<file path="config.mk">
export PLATFORM = sky130hd
export DESIGN_NAME = keypad_matrix_change_events_core_flat
export DESIGN_NICKNAME = d
export VERILOG_FILES = /design/src/rtl/kmce_pkg.sv /design/src/rtl/kmce_if.sv /design/src/rtl/keypad_matrix_change_events_core.sv /design/src/rtl/kmce_front.sv /design/src/rtl/kmce_queue.sv /design/src/rtl/kmce_back.sv /design/src/flat_wrapper.sv
export SDC_FILE = /design/constraint.sdc
export NUM_CORES = 1
export LEC_CHECK = 0
export ABC_CLOCK_PERIOD_IN_PS = 14100
export BUFFER_PORTS_ARGS = -buffer_cell sky130_fd_sc_hd__buf_2
export CORE_MARGIN = 5
export CORE_UTILIZATION = 54
export DETAILED_ROUTE_END_ITERATION = 8
export GPL_ROUTABILITY_DRIVEN = 0
export PLACE_DENSITY = 0.72
export SETUP_SLACK_MARGIN = 0.4
export SLEW_MARGIN = 20
export SYNTH_ARGS = -nofsm -noshare
export SYNTH_HDL_FRONTEND = slang
export SYNTH_SLANG_ARGS = --single-unit
</file>
<file path="constraint.sdc">
create_clock -name clk_i -period 14.1 [get_ports clk_i]
set_input_delay 4.23 -clock clk_i [delete_from_list [all_inputs] [get_ports clk_i]]
set_output_delay 4.23 -clock clk_i [all_outputs]
set_load 0.05 [all_outputs]
</file>
<file path="src/rtl/kmce_pkg.sv">
`timescale 1ns / 1ps

package kmce_pkg;

  // Matrix geometry and line list defaults
  localparam int unsigned KMCE_ROWS     = 8;
  localparam int unsigned KMCE_COLS     = 8;
  localparam int unsigned KMCE_LIST_LEN = 8;

  // Fixed field widths
  localparam int unsigned LINE_W     = 4;
  localparam int unsigned POS_W      = 3;
  localparam int unsigned MAP_W      = 16;
  localparam int unsigned BYTE_W     = 8;
  localparam int unsigned LIST_W     = 32;
  localparam int unsigned LIST_SLOTS = 8;
  localparam int unsigned CFG_IDX_W  = 4;

  // Line number that marks an unused list entry
  localparam logic [LINE_W-1:0] NONE_LINE = 4'hf;

  // Register indexes on the configuration channel
  localparam logic [CFG_IDX_W-1:0] CFG_OUT_LINES = 4'd0;
  localparam logic [CFG_IDX_W-1:0] CFG_IN_LINES  = 4'd1;

  localparam logic [LIST_W-1:0] LIST_RESET = 32'hffff_ffff;

  // Event kinds
  localparam logic KIND_DOWN = 1'b0;
  localparam logic KIND_UP   = 1'b1;

  typedef struct packed {
    logic              scan_valid;
    logic [LINE_W-1:0] key_count;
    logic [LINE_W-1:0] single_row;
    logic [LINE_W-1:0] single_col;
    logic [MAP_W-1:0]  pair_map_0;
    logic [MAP_W-1:0]  pair_map_1;
    logic [MAP_W-1:0]  pair_map_2;
    logic [MAP_W-1:0]  pair_map_3;
  } scan_t;

  typedef struct packed {
    logic              event_kind;
    logic [POS_W-1:0]  scan_row;
    logic [POS_W-1:0]  scan_col;
    logic [LINE_W-1:0] index_by_col;
    logic [LINE_W-1:0] index_by_row;
    logic              last;
  } event_t;

  typedef struct packed {
    logic [CFG_IDX_W-1:0] index;
    logic [LIST_W-1:0]    data;
  } cfg_t;

  // Count used entries ahead of the first entry that matches the line
  function automatic logic [LINE_W-1:0] line_index(logic [LIST_W-1:0] list,
                                                   logic [LINE_W-1:0] line,
                                                   int unsigned       len);
    logic [LINE_W-1:0] cnt;
    logic              hit;
    logic [LINE_W-1:0] v;
    cnt = '0;
    hit = 1'b0;
    for (int e = 0; e < LIST_SLOTS; e++) begin
      v = list[e*LINE_W +: LINE_W];
      if ((e < len) && !hit) begin
        if (v == line) begin
          hit = 1'b1;
        end else if (v != NONE_LINE) begin
          cnt = cnt + 4'd1;
        end
      end
    end
    return cnt;
  endfunction

endpackage

</file>
<file path="src/rtl/kmce_if.sv">
`timescale 1ns / 1ps

interface kmce_scan_if;
  import kmce_pkg::*;
  logic  valid;
  logic  ready;
  scan_t req;
  modport source (output valid, output req, input ready);
  modport sink   (input valid, input req, output ready);
endinterface

interface kmce_event_if;
  import kmce_pkg::*;
  logic   valid;
  logic   ready;
  event_t req;
  modport source (output valid, output req, input ready);
  modport sink   (input valid, input req, output ready);
endinterface

interface kmce_cfg_if;
  import kmce_pkg::*;
  logic valid;
  logic ready;
  cfg_t req;
  modport source (output valid, output req, input ready);
  modport sink   (input valid, input req, output ready);
endinterface

</file>
<file path="src/rtl/keypad_matrix_change_events_core.sv">
`timescale 1ns / 1ps

// Channel  Dir  Modport  Request
// scan_i   in   sink     scan_t: one keypad scan snapshot
// event_o  out  source   event_t: one key down or key up event
// cfg_i    in   sink     cfg_t: line list write, index 0 out lines, 1 in lines
//
// A scan is taken whenever the two-entry change queue has room.
// The back loads a change mask, then walks it at one matrix position a cycle
// while the event output is not stalled, and stops after the last changed one.
// Reset clears the pressed matrix and sets both line lists to all unused.
// A stalled event output holds the walk; the front stalls only on a full queue.

module keypad_matrix_change_events_core
  import kmce_pkg::*;
#(
  parameter int unsigned ROWS     = KMCE_ROWS,
  parameter int unsigned COLS     = KMCE_COLS,
  parameter int unsigned LIST_LEN = KMCE_LIST_LEN
) (
  input  logic         clk_i,
  input  logic         rst_ni,
  kmce_scan_if.sink    scan_i,
  kmce_cfg_if.sink     cfg_i,
  kmce_event_if.source event_o
);

  localparam int unsigned N = ROWS * COLS;

  logic           push, push_ready, pop, pop_valid;
  logic [N-1:0]   diff, prev;
  logic [2*N-1:0] pop_data;

  kmce_front #(
    .ROWS (ROWS),
    .COLS (COLS)
  ) u_front (
    .clk_i        (clk_i),
    .rst_ni       (rst_ni),
    .scan_i       (scan_i),
    .push_o       (push),
    .push_ready_i (push_ready),
    .diff_o       (diff),
    .prev_o       (prev)
  );

  kmce_queue #(
    .WIDTH (2 * N)
  ) u_queue (
    .clk_i        (clk_i),
    .rst_ni       (rst_ni),
    .push_i       (push),
    .push_ready_o (push_ready),
    .push_data_i  ({diff, prev}),
    .pop_valid_o  (pop_valid),
    .pop_i        (pop),
    .pop_data_o   (pop_data)
  );

  kmce_back #(
    .ROWS     (ROWS),
    .COLS     (COLS),
    .LIST_LEN (LIST_LEN)
  ) u_back (
    .clk_i       (clk_i),
    .rst_ni      (rst_ni),
    .cfg_i       (cfg_i),
    .event_o     (event_o),
    .pop_valid_i (pop_valid),
    .pop_o       (pop),
    .diff_i      (pop_data[2*N-1:N]),
    .prev_i      (pop_data[N-1:0])
  );

endmodule

</file>
<file path="src/rtl/kmce_front.sv">
`timescale 1ns / 1ps

module kmce_front
  import kmce_pkg::*;
#(
  parameter int unsigned ROWS = KMCE_ROWS,
  parameter int unsigned COLS = KMCE_COLS
) (
  input  logic                 clk_i,
  input  logic                 rst_ni,
  kmce_scan_if.sink            scan_i,
  output logic                 push_o,
  input  logic                 push_ready_i,
  output logic [ROWS*COLS-1:0] diff_o,
  output logic [ROWS*COLS-1:0] prev_o
);

  localparam int unsigned N = ROWS * COLS;

  logic [N-1:0]         matrix_q, matrix_d;
  logic [N-1:0]         next_map;
  logic [4*MAP_W-1:0]   maps;
  logic                 accept;

  assign maps = {scan_i.req.pair_map_3, scan_i.req.pair_map_2,
                 scan_i.req.pair_map_1, scan_i.req.pair_map_0};

  // Build the new pressed matrix from the request
  always_comb begin
    next_map = '0;
    for (int r = 0; r < ROWS; r++) begin
      for (int c = 0; c < COLS; c++) begin
        if (scan_i.req.key_count == 4'd1) begin
          next_map[r*COLS+c] = (scan_i.req.single_row == 4'(r)) &&
                               (scan_i.req.single_col == 4'(c));
        end else if (scan_i.req.key_count > 4'd1) begin
          next_map[r*COLS+c] = maps[c*BYTE_W + r];
        end
      end
    end
  end

  assign scan_i.ready = push_ready_i;
  assign accept       = scan_i.valid && scan_i.ready;

  assign diff_o = next_map ^ matrix_q;
  assign prev_o = matrix_q;

  // Push only scans that change something; a timed-out scan clears silently
  assign push_o = accept && scan_i.req.scan_valid && (diff_o != '0);

  always_comb begin
    matrix_d = matrix_q;
    if (accept) begin
      matrix_d = scan_i.req.scan_valid ? next_map : '0;
    end
  end

  always_ff @(posedge clk_i or negedge rst_ni) begin
    if (!rst_ni) begin
      matrix_q <= '0;
    end else begin
      matrix_q <= matrix_d;
    end
  end

endmodule

</file>
<file path="src/rtl/kmce_queue.sv">
`timescale 1ns / 1ps

module kmce_queue
  import kmce_pkg::*;
#(
  parameter int unsigned WIDTH = 2 * KMCE_ROWS * KMCE_COLS
) (
  input  logic             clk_i,
  input  logic             rst_ni,
  input  logic             push_i,
  output logic             push_ready_o,
  input  logic [WIDTH-1:0] push_data_i,
  output logic             pop_valid_o,
  input  logic             pop_i,
  output logic [WIDTH-1:0] pop_data_o
);

  localparam int unsigned DEPTH = 2;

  logic [WIDTH-1:0] mem_q [DEPTH];
  logic             wr_ptr_q, wr_ptr_d;
  logic             rd_ptr_q, rd_ptr_d;
  logic [1:0]       count_q, count_d;
  logic             do_push, do_pop;

  assign push_ready_o = (count_q != 2'(DEPTH));
  assign pop_valid_o  = (count_q != 2'd0);
  assign pop_data_o   = mem_q[rd_ptr_q];

  assign do_push = push_i && push_ready_o;
  assign do_pop  = pop_i && pop_valid_o;

  // Advance pointers and occupancy
  always_comb begin
    wr_ptr_d = do_push ? ~wr_ptr_q : wr_ptr_q;
    rd_ptr_d = do_pop  ? ~rd_ptr_q : rd_ptr_q;
    count_d  = count_q;
    if (do_push && !do_pop) begin
      count_d = count_q + 2'd1;
    end else if (!do_push && do_pop) begin
      count_d = count_q - 2'd1;
    end
  end

  always_ff @(posedge clk_i or negedge rst_ni) begin
    if (!rst_ni) begin
      wr_ptr_q <= 1'b0;
      rd_ptr_q <= 1'b0;
      count_q  <= 2'd0;
    end else begin
      wr_ptr_q <= wr_ptr_d;
      rd_ptr_q <= rd_ptr_d;
      count_q  <= count_d;
    end
  end

  // Store entries
  always_ff @(posedge clk_i) begin
    if (do_push) begin
      mem_q[wr_ptr_q] <= push_data_i;
    end
  end

endmodule

</file>
<file path="src/rtl/kmce_back.sv">
`timescale 1ns / 1ps

module kmce_back
  import kmce_pkg::*;
#(
  parameter int unsigned ROWS     = KMCE_ROWS,
  parameter int unsigned COLS     = KMCE_COLS,
  parameter int unsigned LIST_LEN = KMCE_LIST_LEN
) (
  input  logic                 clk_i,
  input  logic                 rst_ni,
  kmce_cfg_if.sink             cfg_i,
  kmce_event_if.source         event_o,
  input  logic                 pop_valid_i,
  output logic                 pop_o,
  input  logic [ROWS*COLS-1:0] diff_i,
  input  logic [ROWS*COLS-1:0] prev_i
);

  localparam int unsigned N = ROWS * COLS;

  logic [LIST_W-1:0] out_lines_q, in_lines_q;
  logic              active_q, active_d;
  logic [N-1:0]      rem_q, rem_d;
  logic [N-1:0]      prv_q, prv_d;
  logic [N-1:0]      rem_next;
  logic [POS_W-1:0]  row_q, row_d;
  logic [POS_W-1:0]  col_q, col_d;
  logic              out_valid_q, out_valid_d;
  event_t            out_q, out_d;
  logic              can_emit;
  logic              step;

  // Line list registers, always ready
  assign cfg_i.ready = 1'b1;

  always_ff @(posedge clk_i or negedge rst_ni) begin
    if (!rst_ni) begin
      out_lines_q <= LIST_RESET;
      in_lines_q  <= LIST_RESET;
    end else if (cfg_i.valid) begin
      case (cfg_i.req.index)
        CFG_OUT_LINES: out_lines_q <= cfg_i.req.data;
        CFG_IN_LINES:  in_lines_q  <= cfg_i.req.data;
        default: ;
      endcase
    end
  end

  assign rem_next = rem_q >> 1;
  assign can_emit = !out_valid_q || event_o.ready;
  // A position is done unless it changed and the output is still held
  assign step     = active_q && (!rem_q[0] || can_emit);
  assign pop_o    = !active_q && pop_valid_i;

  // Walk the changes row-major, one position a cycle unless stalled
  always_comb begin
    active_d    = active_q;
    rem_d       = rem_q;
    prv_d       = prv_q;
    row_d       = row_q;
    col_d       = col_q;
    out_d       = out_q;
    out_valid_d = out_valid_q;
    if (out_valid_q && event_o.ready) begin
      out_valid_d = 1'b0;
    end
    if (pop_o) begin
      active_d = 1'b1;
      rem_d    = diff_i;
      prv_d    = prev_i;
      row_d    = '0;
      col_d    = '0;
    end else if (step) begin
      if (rem_q[0]) begin
        out_d.event_kind   = prv_q[0] ? KIND_UP : KIND_DOWN;
        out_d.scan_row     = row_q;
        out_d.scan_col     = col_q;
        out_d.index_by_col = line_index(out_lines_q, {1'b0, col_q}, LIST_LEN);
        out_d.index_by_row = line_index(in_lines_q, {1'b0, row_q}, LIST_LEN);
        out_d.last         = (rem_next == '0);
        out_valid_d        = 1'b1;
      end
      rem_d = rem_next;
      prv_d = prv_q >> 1;
      if (col_q == 3'(COLS - 1)) begin
        col_d = '0;
        row_d = row_q + 3'd1;
      end else begin
        col_d = col_q + 3'd1;
      end
      if (rem_next == '0) begin
        active_d = 1'b0;
      end
    end
  end

  always_ff @(posedge clk_i or negedge rst_ni) begin
    if (!rst_ni) begin
      active_q    <= 1'b0;
      out_valid_q <= 1'b0;
    end else begin
      active_q    <= active_d;
      out_valid_q <= out_valid_d;
    end
  end

  // Hold walk state and the output request
  always_ff @(posedge clk_i) begin
    rem_q <= rem_d;
    prv_q <= prv_d;
    row_q <= row_d;
    col_q <= col_d;
    out_q <= out_d;
  end

  assign event_o.valid = out_valid_q;
  assign event_o.req   = out_q;

endmodule

</file>
<file path="src/flat_wrapper.sv">
// flat-port wrapper written by rule: the top's interface ports become plain ports
module keypad_matrix_change_events_core_flat import kmce_pkg::*;
#(
  parameter int unsigned ROWS     = KMCE_ROWS,
  parameter int unsigned COLS     = KMCE_COLS,
  parameter int unsigned LIST_LEN = KMCE_LIST_LEN
)
  (clk_i, rst_ni, scan_i_valid, scan_i_req, scan_i_ready, cfg_i_valid, cfg_i_req, cfg_i_ready, event_o_valid, event_o_req, event_o_ready);
  kmce_scan_if scan_i_i ();
  kmce_cfg_if cfg_i_i ();
  kmce_event_if event_o_i ();
  input  logic clk_i;
  input  logic rst_ni;
  input wire logic [$bits(scan_i_i.valid)-1:0] scan_i_valid;
  input wire logic [$bits(scan_i_i.req)-1:0] scan_i_req;
  output wire logic [$bits(scan_i_i.ready)-1:0] scan_i_ready;
  input wire logic [$bits(cfg_i_i.valid)-1:0] cfg_i_valid;
  input wire logic [$bits(cfg_i_i.req)-1:0] cfg_i_req;
  output wire logic [$bits(cfg_i_i.ready)-1:0] cfg_i_ready;
  output wire logic [$bits(event_o_i.valid)-1:0] event_o_valid;
  output wire logic [$bits(event_o_i.req)-1:0] event_o_req;
  input wire logic [$bits(event_o_i.ready)-1:0] event_o_ready;
  assign scan_i_i.valid = scan_i_valid;
  assign scan_i_i.req = scan_i_req;
  assign scan_i_ready = scan_i_i.ready;
  assign cfg_i_i.valid = cfg_i_valid;
  assign cfg_i_i.req = cfg_i_req;
  assign cfg_i_ready = cfg_i_i.ready;
  assign event_o_valid = event_o_i.valid;
  assign event_o_req = event_o_i.req;
  assign event_o_i.ready = event_o_ready;
  keypad_matrix_change_events_core #(.ROWS(ROWS), .COLS(COLS), .LIST_LEN(LIST_LEN)) u_core (.clk_i(clk_i), .rst_ni(rst_ni), .scan_i(scan_i_i), .cfg_i(cfg_i_i), .event_o(event_o_i));
endmodule
</file>
==> flow_summary.yaml <==
layout:
  area_growth_pct: 14.0
  layout.area.seq_um2: 15600
  num-nets-final: 2011
  multi_input_area_um2: 7710
  instances_no_fill: 2511
  drive_gt1_share_pct: 22.2
  fill_cells: 3242
clocking:
  cts_made_buffers: 55
  clk_pin_slew_ns: 0.06
  htreeDepth: 2
  cts-resized-gates: 0
  clockBufferDepth: 3
  clk_latency_ns: 0.64
  ctsHoldBuffers: 0
  cts_setup_buffers: 0
  cts_sinks: 540
  clockRootBuffer: "clkbuf_16"
  cts_tree: "built"
critical_path:
  cp.arrival_ns: 9.18
  crit_path_end_kind: "register"
  cp-start-kind: "input pin"
  crit_required_ns: 14.35
  r2r_setup_slack_ns: 8.32
  critPathKind: "in -> reg"
  worst-path-max-fanout: 68
synthesis:
  syn-num-nets: 1876
  yosysWarningCount: 0
  synthXorXnorAreaFrac_pct: 5.49
  avgSynthCellArea_um2: 13.6
  async_flop_share_pct: 24.8
  synth_seq_cells: 540
  synth_top_family_by_area: "multiplexers"
  synthMuxAreaShare_pct: 8.76
  syn_inst: 1742
  netlist_area_um2: 23600
  synth-edff-count: 400
  synth_flop_cell: "edfxtp_1"
  synthSimpleGateAreaFrac_pct: 8.75
  synth_compound_area_share_pct: 8.40
  yosys.cell_types.count: 80
  yosysSeqAreaShare_pct: 65.9
  synth_fa_ha_area_share_pct: 0.848
placed_design:
  dp_cells: 2405
  port_buffers: 135
  dp_hpwl_um: 34400
routing:
  drc: 0
  via_per_inst: 5.88
  drt-total-wl_um: 53900
  drt_first_pass_iters: 6
  ant_nets: 0
  vias: 14800
  post_drt_wl_per_cell_um: 21.5
  drtIter0Drc: 1425
power:
  ir_drop_mv: 0.172
  switching_share_pct: 35.3
  p_comb_share_pct: 36.7
  p_per_area_nw_per_um2: 249
  p_leak_nw: 10.5
  p_seq_share_pct: 40.6
  power_mw: 6.71
  clkPwrFrac_pct: 22.7
  p_sw_mw: 2.37
  internal_power_mw: 4.34
outcome:
  run_status: "completed"
timing:
  period_needed_ns: 8.93
  setup_viol: 0
  fin_crit_sh_pct: 63.3
  skew_ns: 0.0320
  setup-tns-final_ns: 0
  hold_viol_final: 0
  slew_violations: 0
  maxSlewHeadroom_pct: 28.0
  rsz0062_at_grt: "no"
  max_freq_mhz: 112
  max_slew.worst_pin.slew_ns: 1.07
die:
  ioPinCount: 137
  core-area_um2: 43200
  die-width_um: 219
  initial_core_util_pct: 54.7
  die-area_um2: 48000
  core.rowCount: 76
  die_h_um: 219
global_routing:
  grt-ovfl-total: 0
  first_global_vias: 14900
  antenna_found_initial: 3
  grt_max_degree: 166
  track_usage_pct: 22.5
  grt_first_pass_wirelength_um: 83600
worst_hold_path:
  min_path_type: "reg -> reg"
flow_run:
  max-cap-violations: 0
[layout by cell type (no fill, tap or decap), types with 64 or more instances in the layout]
master | Yosys | layout
dfstp_2 | 64 | 64
mux2_2 | 66 | 66
a22oi_1 | 65 | 65
xnor2_1 | 84 | 84
o21ai_0 | 197 | 197
buf_2 | 3 | 134
mux2i_1 | 129 | 129
edfxtp_1 | 400 | 400
nand2_1 | 224 | 222
dfrtp_1 | 70 | 69
[power groups by stage]
stage | clock network (mW) | logic [mW] | registers (mW)
after floorplan | 0 | 1.90 | 2.73
after global placement | 0 | 2.36 | 2.73
after detailed placement | 0 | 2.45 | 2.75
after CTS | 1.55 | 2.47 | 2.72
after global routing | 1.63 | 2.75 | 2.77
final | 1.52 | 2.46 | 2.72
[path summary, 6_finish.rpt]
| path | startpoint | end | cells past startpoint |
|---|---|---|---|
| min reg2reg | u_core.u_back.prv_q[0] | u_core.u_back.event_o.req[15] | 0 |
| max | scan_i_req[73] | u_core.u_queue.mem_q[1][18] | 12 |
| max reg2reg | u_core.u_back.in_lines_q[2] | u_core.u_back.event_o.req[4] | 26 |
| min | u_core.u_back.prv_q[0] | u_core.u_back.event_o.req[15] | 0 |
| max in group asynchronous | rst_ni | u_core.u_front.prev_o[15] | 2 |
| min in group asynchronous | rst_ni | u_core.u_back.event_o.valid | 1 |
[sequential cells by signal (all words and copies together), names as in the netlist, 3 cells and up]
register / cells
u_core.u_back.col_q: 3
u_core.u_back.event_o.req: 16
u_core.u_back.in_lines_q: 32
u_core.u_back.out_lines_q: 32
u_core.u_back.prv_q: 64
u_core.u_back.rem_q: 64
u_core.u_back.row_q: 3
u_core.u_front.prev_o: 64
u_core.u_queue.mem_q: 256
[layer usage]
metal	GRT usage [%]	wire, um	vias up
met2	37.5	26400	521
met4	7.03	1780	2
met1	30.0	21800	7309
li1	-	-	6800
met3	4.52	3950	127
met5	0	7	-
[critical path, stage by stage]
cell     delay [ns]
buf_2          0.11
or3_2          0.47
buf_4          0.40
nor3_1         0.97
a22oi_1        0.25
xnor2_1        0.22
nor4_1         0.42
nand4_1        0.16
nor4_1         0.68
nor2_1         0.20
and2_4         0.48
buf_4          0.54
[synthesized netlist by cell type (5+ instances only)]
cell / n / share of area, %
or3_1: 7 / 0.19
and2_1: 6 / 0.16
buf_1: 6 / 0.095
nand3_1: 11 / 0.23
nand2b_1: 11 / 0.29
dfrtp_1: 70 / 7.4
and4_1: 5 / 0.19
a22oi_1: 65 / 2.1
ha_1: 16 / 0.85
a211oi_1: 5 / 0.16
nor3_1: 26 / 0.55
mux2i_1: 129 / 5.5
xnor2_1: 84 / 3.1
inv_1: 15 / 0.24
nor4_1: 45 / 1.2
nand2_1: 224 / 3.6
clkbuf_1: 67 / 1.1
mux2_2: 66 / 3.1
dfxtp_1: 6 / 0.51
edfxtp_1: 400 / 51
o21ai_0: 197 / 4.2
dfstp_2: 64 / 7.1
xor2_1: 50 / 1.9
buf_6: 5 / 0.24
nor2_1: 40 / 0.64
nand4_1: 20 / 0.53
a21oi_1: 10 / 0.21
[per-stage QoR]
stage	util (%)	setup slack, ns	cell area (um2)	hold slack (ns)
2_1_floorplan	-	2.51	23600	0.400
3_3_place_gp	57.7	4.36	24900	0.409
3_5_place_dp	57.8	4.23	24900	0.413
4_1_cts	62.3	4.86	26900	0.419
5_1_grt	62.4	4.83	26900	0.433
6_report	62.4	5.17	26900	0.421
[final cells by class]
type | count | area share, %
clock inverter | 26 | 1.25
antenna | 2 | 0.0186
timing repair buffer | 162 | 3.29
multi-input combinational | 1102 | 28.6
sequential | 540 | 57.8
clock buffer | 78 | 6.03
tap | 585 | 2.72
inverter | 16 | 0.242
[cells by family after synthesis]
logic type,count (synthesis)
simple gates,428
fa+ha+maj,16
buf+inv,100
flops,540
compound gates,320
xor+xnor,140
mux,197
other cells,1
(Power assumes the default switching activity.)
